<file path="src/sv/kvbt_pkg.sv">
// Shared types, constants and keyword tables for the key/value block tokenizer.
package kvbt_pkg;

	typedef struct packed {
		logic [7:0] text_byte;
		logic       end_of_text;
	} text_t;

	typedef struct packed {
		logic [2:0] event_res;
		logic [2:0] field_kind;
		logic [3:0] type_code;
		logic [7:0] value_byte;
		logic [1:0] error_kind;
	} result_t;

	typedef enum logic [2:0] {
		PH_OUTSIDE    = 3'd0,
		PH_NAME_WAIT  = 3'd1,
		PH_NAME_IN    = 3'd2,
		PH_NAME_DONE  = 3'd3,
		PH_VALUE_WAIT = 3'd4,
		PH_VALUE_IN   = 3'd5,
		PH_AFTER      = 3'd6,
		PH_ERROR      = 3'd7
	} phase_t;

	localparam int NAME_NUM = 7;
	localparam int TYPE_NUM = 9;

	typedef struct packed {
		phase_t              phase;
		logic [NAME_NUM-1:0] name_cand;
		logic [TYPE_NUM-1:0] type_cand;
		logic [4:0]          mlen;
		logic [2:0]          cur_field;
	} state_t;

	localparam logic [2:0] EV_NONE      = 3'd0;
	localparam logic [2:0] EV_OPEN      = 3'd1;
	localparam logic [2:0] EV_VALUE     = 3'd2;
	localparam logic [2:0] EV_FIELD_END = 3'd3;
	localparam logic [2:0] EV_CLOSE     = 3'd4;
	localparam logic [2:0] EV_ERROR     = 3'd5;
	localparam logic [2:0] EV_END_OK    = 3'd6;
	localparam logic [2:0] EV_END_FAULT = 3'd7;

	localparam logic [1:0] ERR_NONE = 2'd0;
	localparam logic [1:0] ERR_NAME = 2'd1;
	localparam logic [1:0] ERR_TYPE = 2'd2;
	localparam logic [1:0] ERR_CHAR = 2'd3;

	localparam logic [2:0] FLD_TYPE = 3'd0;

	localparam logic [7:0] CH_NUL    = 8'h00;
	localparam logic [7:0] CH_LBRACE = 8'h7B;
	localparam logic [7:0] CH_RBRACE = 8'h7D;
	localparam logic [7:0] CH_EQ     = 8'h3D;
	localparam logic [7:0] CH_SPACE  = 8'h20;
	localparam logic [7:0] CH_TAB    = 8'h09;
	localparam logic [7:0] CH_LF     = 8'h0A;
	localparam logic [7:0] CH_VT     = 8'h0B;
	localparam logic [7:0] CH_FF     = 8'h0C;
	localparam logic [7:0] CH_CR     = 8'h0D;

	localparam logic [4:0] LEN_MAX = 5'd31;

	localparam logic [47:0] NAME_WORDS [NAME_NUM] = '{
		48'("type"), 48'("part"), 48'("data"), 48'("option"),
		48'("id"), 48'("target"), 48'("file")
	};
	localparam logic [4:0] NAME_LEN [NAME_NUM] = '{
		5'd4, 5'd4, 5'd4, 5'd6, 5'd2, 5'd6, 5'd4
	};

	localparam logic [127:0] TYPE_WORDS [TYPE_NUM] = '{
		128'("access"), 128'("access,operation"), 128'("color"), 128'("drag"),
		128'("image"), 128'("info"), 128'("script"), 128'("signal"), 128'("text")
	};
	localparam logic [4:0] TYPE_WLEN [TYPE_NUM] = '{
		5'd6, 5'd16, 5'd5, 5'd4, 5'd5, 5'd4, 5'd6, 5'd6, 5'd4
	};

	localparam state_t STATE_RESET = '{
		phase:     PH_OUTSIDE,
		name_cand: '1,
		type_cand: '1,
		mlen:      '0,
		cur_field: '0
	};

	function automatic logic [7:0] name_ch(input logic [2:0] i, input logic [4:0] pos);
		logic [4:0] k;
		k = NAME_LEN[i] - 5'd1 - pos;
		return NAME_WORDS[i][{k[2:0], 3'b000} +: 8];
	endfunction

	function automatic logic [7:0] type_ch(input logic [3:0] i, input logic [4:0] pos);
		logic [4:0] k;
		k = TYPE_WLEN[i] - 5'd1 - pos;
		return TYPE_WORDS[i][{k[3:0], 3'b000} +: 8];
	endfunction

	function automatic logic [4:0] len_inc(input logic [4:0] len);
		return (len == LEN_MAX) ? len : len + 5'd1;
	endfunction

endpackage

</file>
<file path="src/sv/kvbt_step.sv">
// Next-state and result logic for one character of the tokenizer.
module kvbt_step (
	input  kvbt_pkg::state_t  st,
	input  kvbt_pkg::text_t   item,
	output kvbt_pkg::state_t  nxt,
	output kvbt_pkg::result_t res
);
	import kvbt_pkg::*;

	logic [7:0]          c;
	logic                eot;
	logic                is_sp;
	logic                is_end;
	logic                fresh_name;
	logic [NAME_NUM-1:0] nm_base;
	logic [4:0]          nm_pos;
	logic [NAME_NUM-1:0] nm_keep;
	logic [TYPE_NUM-1:0] ty_keep;
	logic                nm_hit;
	logic [2:0]          nm_idx;
	logic                ty_hit;
	logic [3:0]          ty_idx;

	assign c      = item.text_byte;
	assign eot    = item.end_of_text || (c == CH_NUL);
	assign is_sp  = (c == CH_SPACE) || (c == CH_TAB) || (c == CH_LF) || (c == CH_VT) ||
		(c == CH_FF) || (c == CH_CR);
	assign is_end = (c == CH_LF) || (c == CH_CR) || (c == CH_FF);

	assign fresh_name = (st.phase == PH_NAME_WAIT) || (st.phase == PH_AFTER);
	assign nm_base    = fresh_name ? '1 : st.name_cand;
	assign nm_pos     = fresh_name ? 5'd0 : st.mlen;

	always_comb begin
		for (int i = 0; i < NAME_NUM; i++) begin
			nm_keep[i] = nm_base[i] && (nm_pos < NAME_LEN[3'(i)]) &&
				(name_ch(3'(i), nm_pos) == c);
		end
		for (int i = 0; i < TYPE_NUM; i++) begin
			ty_keep[i] = st.type_cand[i] && (st.mlen < TYPE_WLEN[4'(i)]) &&
				(type_ch(4'(i), st.mlen) == c);
		end
	end

	always_comb begin
		nm_hit = 1'b0;
		nm_idx = '0;
		for (int i = NAME_NUM - 1; i >= 0; i--) begin
			if (st.name_cand[i] && (NAME_LEN[3'(i)] == st.mlen)) begin
				nm_hit = 1'b1;
				nm_idx = 3'(i);
			end
		end
		ty_hit = 1'b0;
		ty_idx = '0;
		for (int i = TYPE_NUM - 1; i >= 0; i--) begin
			if (st.type_cand[i] && (TYPE_WLEN[4'(i)] == st.mlen)) begin
				ty_hit = 1'b1;
				ty_idx = 4'(i);
			end
		end
	end

	always_comb begin
		nxt = st;
		res = '0;
		if (eot) begin
			nxt = STATE_RESET;
			if (st.phase == PH_OUTSIDE) begin
				res.event_res = EV_END_OK;
			end else if (st.phase == PH_ERROR) begin
				res.event_res  = EV_END_FAULT;
				res.error_kind = st.cur_field[1:0];
			end else begin
				res.event_res  = EV_END_FAULT;
				res.error_kind = ERR_CHAR;
			end
		end else begin
			unique case (st.phase)
				PH_OUTSIDE: begin
					if (c == CH_LBRACE) begin
						nxt.phase     = PH_NAME_WAIT;
						res.event_res = EV_OPEN;
					end
				end
				PH_NAME_WAIT, PH_NAME_IN, PH_AFTER: begin
					if (is_sp) begin
						if (st.phase == PH_NAME_IN) begin
							nxt.phase = PH_NAME_DONE;
						end
					end else if (st.phase == PH_AFTER && c == CH_RBRACE) begin
						nxt.phase     = PH_OUTSIDE;
						res.event_res = EV_CLOSE;
					end else if (st.phase == PH_NAME_IN && c == CH_EQ) begin
						if (!nm_hit) begin
							nxt.phase      = PH_ERROR;
							nxt.cur_field  = {1'b0, ERR_NAME};
							res.event_res  = EV_ERROR;
							res.error_kind = ERR_NAME;
						end else begin
							nxt.cur_field = nm_idx;
							nxt.phase     = (nm_idx == FLD_TYPE) ? PH_VALUE_WAIT : PH_VALUE_IN;
							nxt.type_cand = '1;
							nxt.mlen      = '0;
						end
					end else if (fresh_name && (c == CH_EQ || c == CH_RBRACE)) begin
						nxt.phase      = PH_ERROR;
						nxt.cur_field  = {1'b0, ERR_CHAR};
						res.event_res  = EV_ERROR;
						res.error_kind = ERR_CHAR;
					end else begin
						nxt.name_cand = nm_keep;
						if (nm_keep == '0) begin
							nxt.mlen       = nm_pos;
							nxt.phase      = PH_ERROR;
							nxt.cur_field  = {1'b0, ERR_NAME};
							res.event_res  = EV_ERROR;
							res.error_kind = ERR_NAME;
						end else begin
							nxt.mlen  = len_inc(nm_pos);
							nxt.phase = PH_NAME_IN;
						end
					end
				end
				PH_NAME_DONE: begin
					if (is_sp) begin
						nxt.phase = PH_NAME_DONE;
					end else if (c == CH_EQ && nm_hit) begin
						nxt.cur_field = nm_idx;
						nxt.phase     = (nm_idx == FLD_TYPE) ? PH_VALUE_WAIT : PH_VALUE_IN;
						nxt.type_cand = '1;
						nxt.mlen      = '0;
					end else begin
						nxt.phase      = PH_ERROR;
						nxt.cur_field  = (c == CH_EQ) ? {1'b0, ERR_NAME} : {1'b0, ERR_CHAR};
						res.event_res  = EV_ERROR;
						res.error_kind = (c == CH_EQ) ? ERR_NAME : ERR_CHAR;
					end
				end
				PH_VALUE_WAIT, PH_VALUE_IN: begin
					if (st.phase == PH_VALUE_WAIT && is_sp) begin
						nxt.phase = PH_VALUE_WAIT;
					end else if (st.phase == PH_VALUE_IN && is_end) begin
						if (st.cur_field == FLD_TYPE && !ty_hit) begin
							nxt.phase      = PH_ERROR;
							nxt.cur_field  = {1'b0, ERR_TYPE};
							res.event_res  = EV_ERROR;
							res.error_kind = ERR_TYPE;
						end else begin
							nxt.phase      = PH_AFTER;
							res.event_res  = EV_FIELD_END;
							res.field_kind = st.cur_field;
							res.type_code  = (st.cur_field == FLD_TYPE) ? ty_idx : 4'd0;
						end
					end else if (st.cur_field == FLD_TYPE) begin
						nxt.type_cand = ty_keep;
						if (ty_keep == '0) begin
							nxt.phase      = PH_ERROR;
							nxt.cur_field  = {1'b0, ERR_TYPE};
							res.event_res  = EV_ERROR;
							res.error_kind = ERR_TYPE;
						end else begin
							nxt.mlen  = len_inc(st.mlen);
							nxt.phase = PH_VALUE_IN;
						end
					end else begin
						res.event_res  = EV_VALUE;
						res.field_kind = st.cur_field;
						res.value_byte = c;
					end
				end
				PH_ERROR: begin
					nxt.phase = PH_ERROR;
				end
				default: begin
					nxt = st;
				end
			endcase
		end
	end

endmodule

</file>
<file path="src/sv/keyvalue_block_tokenizer_top.sv">
// Top level of the key/value block tokenizer: input stage, parser state and result register.
//
//   channel  direction  handshake                  payload
//   text     in         text_valid / text_ready    text   (text_byte, end_of_text)
//   result   out        result_valid / result_ready result (event, field, type, byte, error)
//
// One character per cycle unless result stalls; results leave through the result register.
// The parser state register is the only loop: one character's update per unstalled cycle.
// Reset clears the input stage, the result register and the parser state.
// A stall on result holds the result, the input stage and the parser state;
// text stays ready while the input stage is empty.
module keyvalue_block_tokenizer_top (
	input  logic                clk,
	input  logic                arst_n,
	input  logic                text_valid,
	output logic                text_ready,
	input  kvbt_pkg::text_t     text,
	output logic                result_valid,
	input  logic                result_ready,
	output kvbt_pkg::result_t   result
);
	import kvbt_pkg::*;

	text_t   item_s1;
	logic    valid_s1;
	state_t  st_q;
	state_t  st_nxt;
	result_t res_nxt;
	result_t res_q;
	logic    res_valid_q;
	logic    advance;

	assign advance    = !res_valid_q || result_ready;
	assign text_ready = !valid_s1 || advance;

	kvbt_step u_step (
		.st   (st_q),
		.item (item_s1),
		.nxt  (st_nxt),
		.res  (res_nxt)
	);

	always_ff @(posedge clk or negedge arst_n) begin
		if (!arst_n) begin
			valid_s1 <= 1'b0;
		end else if (text_ready) begin
			valid_s1 <= text_valid;
		end
	end

	always_ff @(posedge clk) begin
		if (text_ready && text_valid) begin
			item_s1 <= text;
		end
	end

	always_ff @(posedge clk or negedge arst_n) begin
		if (!arst_n) begin
			st_q        <= STATE_RESET;
			res_valid_q <= 1'b0;
		end else if (advance) begin
			res_valid_q <= valid_s1;
			if (valid_s1) begin
				st_q <= st_nxt;
			end
		end
	end

	always_ff @(posedge clk) begin
		if (advance && valid_s1) begin
			res_q <= res_nxt;
		end
	end

	assign result_valid = res_valid_q;
	assign result       = res_q;

	a_state_hold: assert property (@(posedge clk) disable iff (!arst_n)
		!advance |=> $stable(st_q))
		else $error("parser state changed during result stall");

	a_eot_reset: assert property (@(posedge clk) disable iff (!arst_n)
		(advance && valid_s1 && (item_s1.end_of_text || item_s1.text_byte == CH_NUL))
		|=> (st_q.phase == PH_OUTSIDE))
		else $error("end of text did not return parser outside a block");

	a_error_enter: assert property (@(posedge clk) disable iff (!arst_n)
		(advance && valid_s1 && res_nxt.event_res == EV_ERROR) |=> (st_q.phase == PH_ERROR))
		else $error("error event without error phase");

	a_error_kind: assert property (@(posedge clk) disable iff (!arst_n)
		(st_q.phase == PH_ERROR) |-> (st_q.cur_field != 3'd0))
		else $error("error phase holds no error kind");

endmodule
</file>
<file path="config.mk">
export PLATFORM = sky130hd
export DESIGN_NAME = keyvalue_block_tokenizer_top
export DESIGN_NICKNAME = d
export VERILOG_FILES = /design/src/sv/kvbt_pkg.sv /design/src/sv/kvbt_step.sv /design/src/sv/keyvalue_block_tokenizer_top.sv
export SDC_FILE = /design/constraint.sdc
export NUM_CORES = 1
export LEC_CHECK = 0
export ABC_AREA = 1
export BUFFER_PORTS_ARGS = -buffer_cell sky130_fd_sc_hd__clkbuf_2
export CAP_MARGIN = 20
export CORE_MARGIN = 2
export CORE_UTILIZATION = 35
export CTS_CLUSTER_SIZE = 24
export DETAILED_ROUTE_END_ITERATION = 8
export GPL_TIMING_DRIVEN = 0
export SETUP_SLACK_MARGIN = 0.05
export SYNTH_ARGS = -nofsm -noshare
export SYNTH_HDL_FRONTEND = slang
export SYNTH_SLANG_ARGS = --single-unit
</file>
<file path="constraint.sdc">
create_clock -name clk -period 5.95 [get_ports clk]
set_clock_uncertainty 0.1 [all_clocks]
set_input_delay 0.8925 -clock clk [delete_from_list [all_inputs] [get_ports clk]]
set_output_delay 0.8925 -clock clk [all_outputs]
set_load 0.05 [all_outputs]
</file>
[Word-level counts from Yosys, hierarchy flattened]
Index checks and enable logic that the tools add are counted.
Operators by class
  add/sub/neg operators: 8
  magnitude comparators: 6
  reductions and logical operators: 85
  eq/ne operators: 59
  multiplexer cells: 119
  bitwise gates (word level): 3
  shift-type cells: 12
Operator list (number)
  variable part select 128 x 8 -> 8 bit (first input constant): 8
  variable part select 48 x 7 -> 8 bit (first input constant): 4
  two-way mux 3 bit: 40
  == test 8 bit: 12
  two-way mux 17 bit: 3
  one-hot mux 17 bit (3 select lines): 1
  logical AND 1 bit: 49
  two-way mux 24 bit: 2
  two-way mux 4 bit: 12
  two-way mux 14 bit: 3
  == test 8 x 4 -> 1 bit (second input constant): 5
  two-way mux 2 bit: 16
  two-way mux 5 bit: 6
  two-way mux 7 bit: 4
  two-way mux 27 bit: 1
  less-than comparator 5 x 3 -> 1 bit (second input constant): 5
  two-way mux 8 bit: 3
  != test 3 x 2 -> 1 bit (second input constant): 8
  two-way mux 1 bit: 22
  two-way mux 20 bit: 1
  == test 8 x 6 -> 1 bit (second input constant): 2
  == test 8 x 7 -> 1 bit (second input constant): 2
  == test 3 x 5 -> 1 bit (first input constant): 3
  one-hot mux 3 bit (5 select lines): 1
  43 further kinds: 79
Storage, ports and cells
  bits of input ports: 13
  output and inout port bits: 22
  bits in registers: 58
  logic and storage cells: 309

[Longest topological paths before layout]
Gate-level depths: netlist of run 1.
  word-level depth: 18
  gate-level depth with buffers: 21
  gate-level depth less buffers: 20

[Modules after synthesis]
A second synthesis of run 1 with hierarchy kept.
Unflattened totals
  cells, all modules: 933
  area, all modules: 6038.3 µm²
Modules (own cells, without submodules)
  kvbt_step: instances 1, area each 3960.0 µm², cells each 776, seq. area each 0.0 µm²
  keyvalue_block_tokenizer_top: instances 1, area each 2078.2 µm², cells each 157, seq. area each 1616.6 µm²

[Worst setup path after synthesis of run 1]
Ideal clock, no wire load.
  kind: input to register
  start: input port result_ready
  end: register st_q[10] (netlist name)
  setup time: 0.088 ns
  cell stages on the path: 8
  arrival time: 2.798 ns
  data required time: 5.762 ns
  path buffers: 0
  path slack: 2.964 ns
  path through: nor2_1 nor2_1 nand2_1 a31oi_1 a21boi_2 nand2_4 nor2_8 a22oi_1
Between the ends
  longest elaborated chain between the ends: 2
Ends and longest elaborated chain
  from (decl): line keyvalue_block_tokenizer_top.sv:19  | input logic result_ready,
  logical OR 1 bit: line keyvalue_block_tokenizer_top.sv:33  | assign advance = !res_valid_q || result_ready;
  AND reduction 12 bit (no line)
  to (signal assigned): line keyvalue_block_tokenizer_top.sv:64  | st_q <= st_nxt;
  to (decl): line keyvalue_block_tokenizer_top.sv:26  | state_t st_q;
No other way between the ends.
A chain may end at the register's enable or synchronous reset.

==> impl_metrics.ini, run 1 <==
[status]
outcome = finished, final reports clean

[clock_network]
numClockSinks = 56
clk_pin_slew_ns = 0.08
tritoncts = yes
cts_buffers = 5
clk_latency_ns = 0.30
cts-resized-gates = 0
cts-root-buf = clkbuf_16
clock_path_buffers = 2
cts_setup_buffers = 0
cts.htree.levels = 2
hold_buffers = 0

[layout]
nNetsFinal = 893
final-seq-area_sq_mm = 0.001564
stdcell_area_sq_mm = 0.005906
diodes = 0
layout.cells.non_filler = 1044
layout_common_cells = nand2_1, nor2_1, nand3_1, inv_1, clkbuf_2
layout-drive-gt1-share_pct = 13.90
multi_input_area_sq_mm = 0.003294
final_common_cell = nand2_1
n_fill_cell = 1641
synthToLayoutAreaGrowth_pct = 10.62

[floorplanning]
coreArea_sq_mm = 0.01503
start_util_pct = 35.51
fp.dieH_um = 127.5
rows = 45
io_pins = 35
dieWidth_um = 127.5
die_area_sq_mm = 0.01626

[global_route]
grt_max_degree = 28
grt_pass1_vias = 4963
antenna_found_initial = 0
grt_pass1_wl_mm = 26.96
grt_overflow_total = 0
grt_use_total_pct = 21.12

[sta]
finalSetupTns_ns = 0
finalHoldViolations = 0
finalSetupViolCount = 0
fmax_ghz = 0.2742
setup_ws_ns = 2.303
rsz0062_at_grt = no
slew_violations = 0
finalCriticalPeriod_ns = 3.647
worst-slew-pin-transition_ns = 0.8391
relSlewSlack_pct = 42.61
min_period_over_period_pct = 61.30

[synthesis]
synth-edff-count = 29
yosys_warnings = 0
postSynth.asyncResetShare_pct = 48.21
syn_inst = 813
yosysSeqAreaShare_pct = 29.29
postSynthAreaPerCell_sq_um = 6.567
netlist_area_sq_mm = 0.005339
synth_ff_type = edfxtp_1
ys_types = 47
syn_nets = 851
ys_ff_latch = 56

[worst_setup_path]
critPathLaunchType = flop
crit_type = flop to flop
end_kind = flop
arrival_ns = 3.60
cp.required_ns = 5.90
cp_max_fo = 12

[route]
drt-total-wl_mm = 17.02
first_pass_iters = 6
num_vias = 5514
viasPerCell = 5.282
drt_iter0_drc = 499
drc = 0
antenna_left = 0
wire_per_inst_um = 16.30

[power]
powerDensity_mw_per_mm2 = 420.9
leakagePower_nw = 2.880
vdd_drop_max_mv = 0.1398

[placed_design]
place_area_sq_mm = 0.005762
routabilityCongestion = 0.9558
placedCellCount = 1036
numPortBuffers = 34
pre_cts_ws_ns = 2.410
dp_hpwl_mm = 12.89

[min_path]
hold_class = flop to flop

[job]
maxCapViolCount = 0
## worst max-delay path, stage by stage (launching register included)
cell	delay (ns)
dfrtp_1	0.71
inv_1	0.34
ha_1	0.31
inv_1	0.18
ha_1	0.32
or2_2	0.31
inv_1	0.06
nor2_1	0.03
o21ai_0	0.20
nand3_1	0.17
nand4_1	0.21
nand2_1	0.13
nand3_1	0.12
nand3_1	0.09
nand2_1	0.06
nand2_1	0.06
## sequential cells by signal, summed over array words and instances, names as in the netlist
signal	count
st_q	25
result	20
item_s1	9
result_valid	1
valid_s1	1
## where the power goes
part	switching [W]	total (W)	internal [W]
registers	0.0000797	0.000612	0.000532
logic	0.00109	0.00158	0.000490
clock network	0.000140	0.000298	0.000158
## area by class of cell
| type | instances | share of cell area, % |
|---|---|---|
| Clock buffer | 6 | 2.182 |
| Tap cell | 188 | 3.983 |
| Multi-Input combinational cell | 642 | 55.78 |
| Timing Repair Buffer | 35 | 3.136 |
| Buffer | 24 | 2.373 |
| Inverter | 91 | 5.805 |
| Sequential cell | 56 | 26.48 |
| Clock inverter | 2 | 0.2542 |
## cell families after synthesis
family | synth area share, %
xor+xnor | 1.148
flops | 29.29
fa+ha+maj | 5.859
simple gates | 45.79
buf+inv | 9.046
compound gates | 8.859
## per-layer routing
metal  vias up  track usage [%]  routed length [um]
li1       2740                -                   -
met1      2521            30.24                7796
met2       225            32.21                7550
met3        28            4.229                1290
met4         0            6.206                 382
met5         -                0                   0
## through the flow
| stage | power [W] | utilization, % | hold slack (ns) |
|---|---|---|---|
| floorplan | 0.001794 | - | 0.3532 |
| global placement | 0.002150 | 38.21 | 0.3839 |
| detailed placement | 0.002157 | 38.33 | 0.3988 |
| CTS | 0.002463 | 39.28 | 0.4152 |
| global route | 0.002700 | 39.28 | 0.4286 |
| finish | 0.002486 | 39.28 | 0.4039 |
## Yosys cell counts, types with 2 or more instances
cell	count	area, sq um
a21oi_1	14	70.07
a21oi_2	5	43.79
a22oi_1	8	60.06
a31oi_1	3	18.77
buf_2	7	35.03
buf_4	4	30.03
buf_6	2	22.52
clkbuf_1	10	37.54
clkinv_1	3	11.26
dfrtp_1	13	325.3
dfstp_2	14	367.9
edfxtp_1	29	870.8
ha_1	25	312.8
inv_1	79	296.5
inv_2	8	30.03
nand2_1	256	960.9
nand2_2	5	31.28
nand2_4	4	45.04
nand3_1	91	455.4
nand3_4	7	122.6
nand3b_1	3	22.52
nand4_1	19	118.9
nor2_1	110	412.9
nor2_2	7	43.79
nor2_4	4	45.04
nor3_1	15	75.07
nor3_2	2	20.02
nor4_1	4	25.02
o211ai_1	9	67.56
o21ai_0	27	135.1
o21ai_1	4	20.02
xor2_1	7	61.31
## worst paths after layout
path,start,endpoint,slack (ns),cells past startpoint
max,st_q[4]$_DFFE_PN0P_,result[17]$_DFFE_PP_,2.30,15
max reg2reg,st_q[4]$_DFFE_PN0P_,result[17]$_DFFE_PP_,2.30,15
max in group asynchronous,arst_n,st_q[6]$_DFFE_PN0P_,4.72,1
min,valid_s1$_DFFE_PN0N_,result_valid$_DFFE_PN0N_,0.40,2
min in group asynchronous,arst_n,st_q[5]$_DFFE_PN0P_,0.55,1
min reg2reg,valid_s1$_DFFE_PN0N_,result_valid$_DFFE_PN0N_,0.40,2
Power figures use the tool's default switching activity.
==> run 2, diff against run 1 <==
==> constraint.sdc (replaced) <==
create_clock -name clk -period 3.2 [get_ports clk]
set_clock_uncertainty 0.1 [all_clocks]
set_input_delay 0.48 -clock clk [delete_from_list [all_inputs] [get_ports clk]]
set_output_delay 0.48 -clock clk [all_outputs]
set_load 0.05 [all_outputs]
==> impl_metrics.ini, run 2 (synthesis results as in run 1) <==
[global_route]
grt_use_total_pct = 21.41
grt_pass1_vias = 4976
grt_overflow_total = 0
antenna_found_initial = 0
grt_max_degree = 28
grt_pass1_wl_mm = 27.40

[placed_design]
pre_cts_ws_ns = -0.3402
dp_hpwl_mm = 12.89
routabilityCongestion = 0.9558
numPortBuffers = 34
place_area_sq_mm = 0.005762
placedCellCount = 1036

[power]
powerDensity_mw_per_mm2 = 785.2
vdd_drop_max_mv = 0.2604
leakagePower_nw = 2.955

[layout]
nNetsFinal = 907
layout-drive-gt1-share_pct = 19.31
n_fill_cell = 1634
final_common_cell = nand2_1
stdcell_area_sq_mm = 0.006133
layout_common_cells = nand2_1, nor2_1, nand3_1, inv_1, clkbuf_2
regMostFlops = st_q
diodes = 0
synthToLayoutAreaGrowth_pct = 14.88
layout.cells.non_filler = 1058
largest_reg_flops = 25

[clock_network]
clk_pin_slew_ns = 0.08
cts-root-buf = clkbuf_16
numClockSinks = 56
cts.htree.levels = 2
clk_latency_ns = 0.30
clock_path_buffers = 2
tritoncts = yes
cts_buffers = 5

[route]
viasPerCell = 5.328
dr.max_layer_used = met4
met1_length_mm = 8.127
drt-total-wl_mm = 17.43
antenna_left = 0
wire_per_inst_um = 16.48
wl_met2_mm = 7.783
dr_wl_met3_mm = 1.139
num_vias = 5637
drc = 0
first_pass_iters = 7
drt_iter0_drc = 595

[floorplanning]
io_pins = 35
dieWidth_um = 127.5
start_util_pct = 35.51
coreArea_sq_mm = 0.01503
die_area_sq_mm = 0.01626
fp.dieH_um = 127.5
rows = 45

[worst_setup_path]
crit_family = simple AND/OR/NAND/NOR gates
critPathBufInv = 3
crit_slowest_cell = buf_1
path_cells = inv_1 -> buf_1 -> nand3_1 -> nand3_1 -> nor2_1 -> nand3_1 -> nand3_1 -> nor2_2 -> nand4_1 -> nand2_1 -> nand2_1 -> nand2_4 -> buf_4 -> nand2_1 -> nand2_1
cp.required_ns = 3.34
reg2reg_from = item_s1[1]$_DFFE_PP_
r2r_cells = 15
rrSetupSlack_ns = 0.22
end_kind = flop
crit_path_max_incr_delay_ns = 0.58
crit_type = flop to flop
timing.rr.end = st_q[3]$_DFFE_PN0P_
arrival_ns = 3.13
cp_max_fo = 10
critPathLaunchType = flop

[sta]
relSlewSlack_pct = 50.15
slew_violations = 0
finalHoldViolations = 0
min_period_over_period_pct = 93.21
rsz0062_at_grt = yes
finalSetupViolCount = 0
finalCriticalPeriod_ns = 2.983
worst-slew-pin-transition_ns = 0.7477
fmax_ghz = 0.3353
setup_ws_ns = 0.2174

[min_path]
hold_class = input pin to async pin

[job]
maxCapViolCount = 0

[status]
outcome = finished, final reports clean
## run 2: cell types whose count changed in the layout (fill, tap and decap cells not counted), moves of 5 or more
cell | before | now
nor2_1 | 109 | 104
nand3_1 | 91 | 83
buf_4 | 4 | 19
nor2_2 | 8 | 13
inv_1 | 79 | 74
nand3_2 | 1 | 9
## run 2: per-stage QoR
step / util (%) / power (W) / hold slack (ns) / setup TNS (ns)
floorplan: - / 0.003335 / 0.08441 / 0
global placement: 38.21 / 0.003998 / 0.3839 / -5.468
detailed placement: 38.33 / 0.004011 / 0.3988 / -3.210
CTS: 39.80 / 0.004624 / 0.1470 / 0
global route: 40.80 / 0.005212 / 0.1783 / 0
finish: 40.80 / 0.004816 / 0.1300 / 0
## run 2: layout make-up
class	instances	area (sq um)	share of cell area, %
Multi-Input combinational cell	642	3383	55.16
Tap cell	188	235.2	3.835
Buffer	23	151.4	2.468
Clock inverter	2	15.01	0.2448
Sequential cell	56	1569	25.58
Clock buffer	6	128.9	2.101
Timing Repair Buffer	50	297.8	4.855
Inverter	91	352.8	5.753
## run 2: power by group
group / switching [W] / leakage, nW / total (W) / internal, W
clock network: 0.000264 / 0.0718 / 0.000559 / 0.000295
registers: 0.000143 / 0.594 / 0.00114 / 0.000993
logic: 0.00211 / 2.29 / 0.00312 / 0.00101
total: 0.00252 / 2.96 / 0.00482 / 0.00230
## run 2: timing repair
item | CTS | global route
hold buffers | 0 | 0
gates resized for setup | 9 | 37
setup buffers | 8 | 7
pin swaps | 0 | 7
endpoints found under the setup margin | 24 | 24
## run 2: worst max path at each step
stage	startpoint	slack (ns)	endpoint	cells past startpoint
after floorplan	result_valid$_DFFE_PN0N_	0.42	st_q[10]$_DFFE_PN1P_	9
after global placement	st_q[4]$_DFFE_PN0P_	-0.35	result[17]$_DFFE_PP_	15
after detailed placement	st_q[4]$_DFFE_PN0P_	-0.34	result[17]$_DFFE_PP_	15
after CTS	st_q[4]$_DFFE_PN0P_	0.05	result[17]$_DFFE_PP_	21
after global routing	st_q[4]$_DFFE_PN0P_	0.05	st_q[7]$_DFFE_PN0P_	16
final	item_s1[1]$_DFFE_PP_	0.22	st_q[3]$_DFFE_PN0P_	15
## run 2: routing by layer
| layer | track usage, % | up-vias |
|---|---|---|
| met5 | 0 | - |
| met4 | 5.236 | 0 |
| met3 | 3.308 | 39 |
| met2 | 33.09 | 216 |
| met1 | 31.34 | 2608 |
| li1 | - | 2774 |
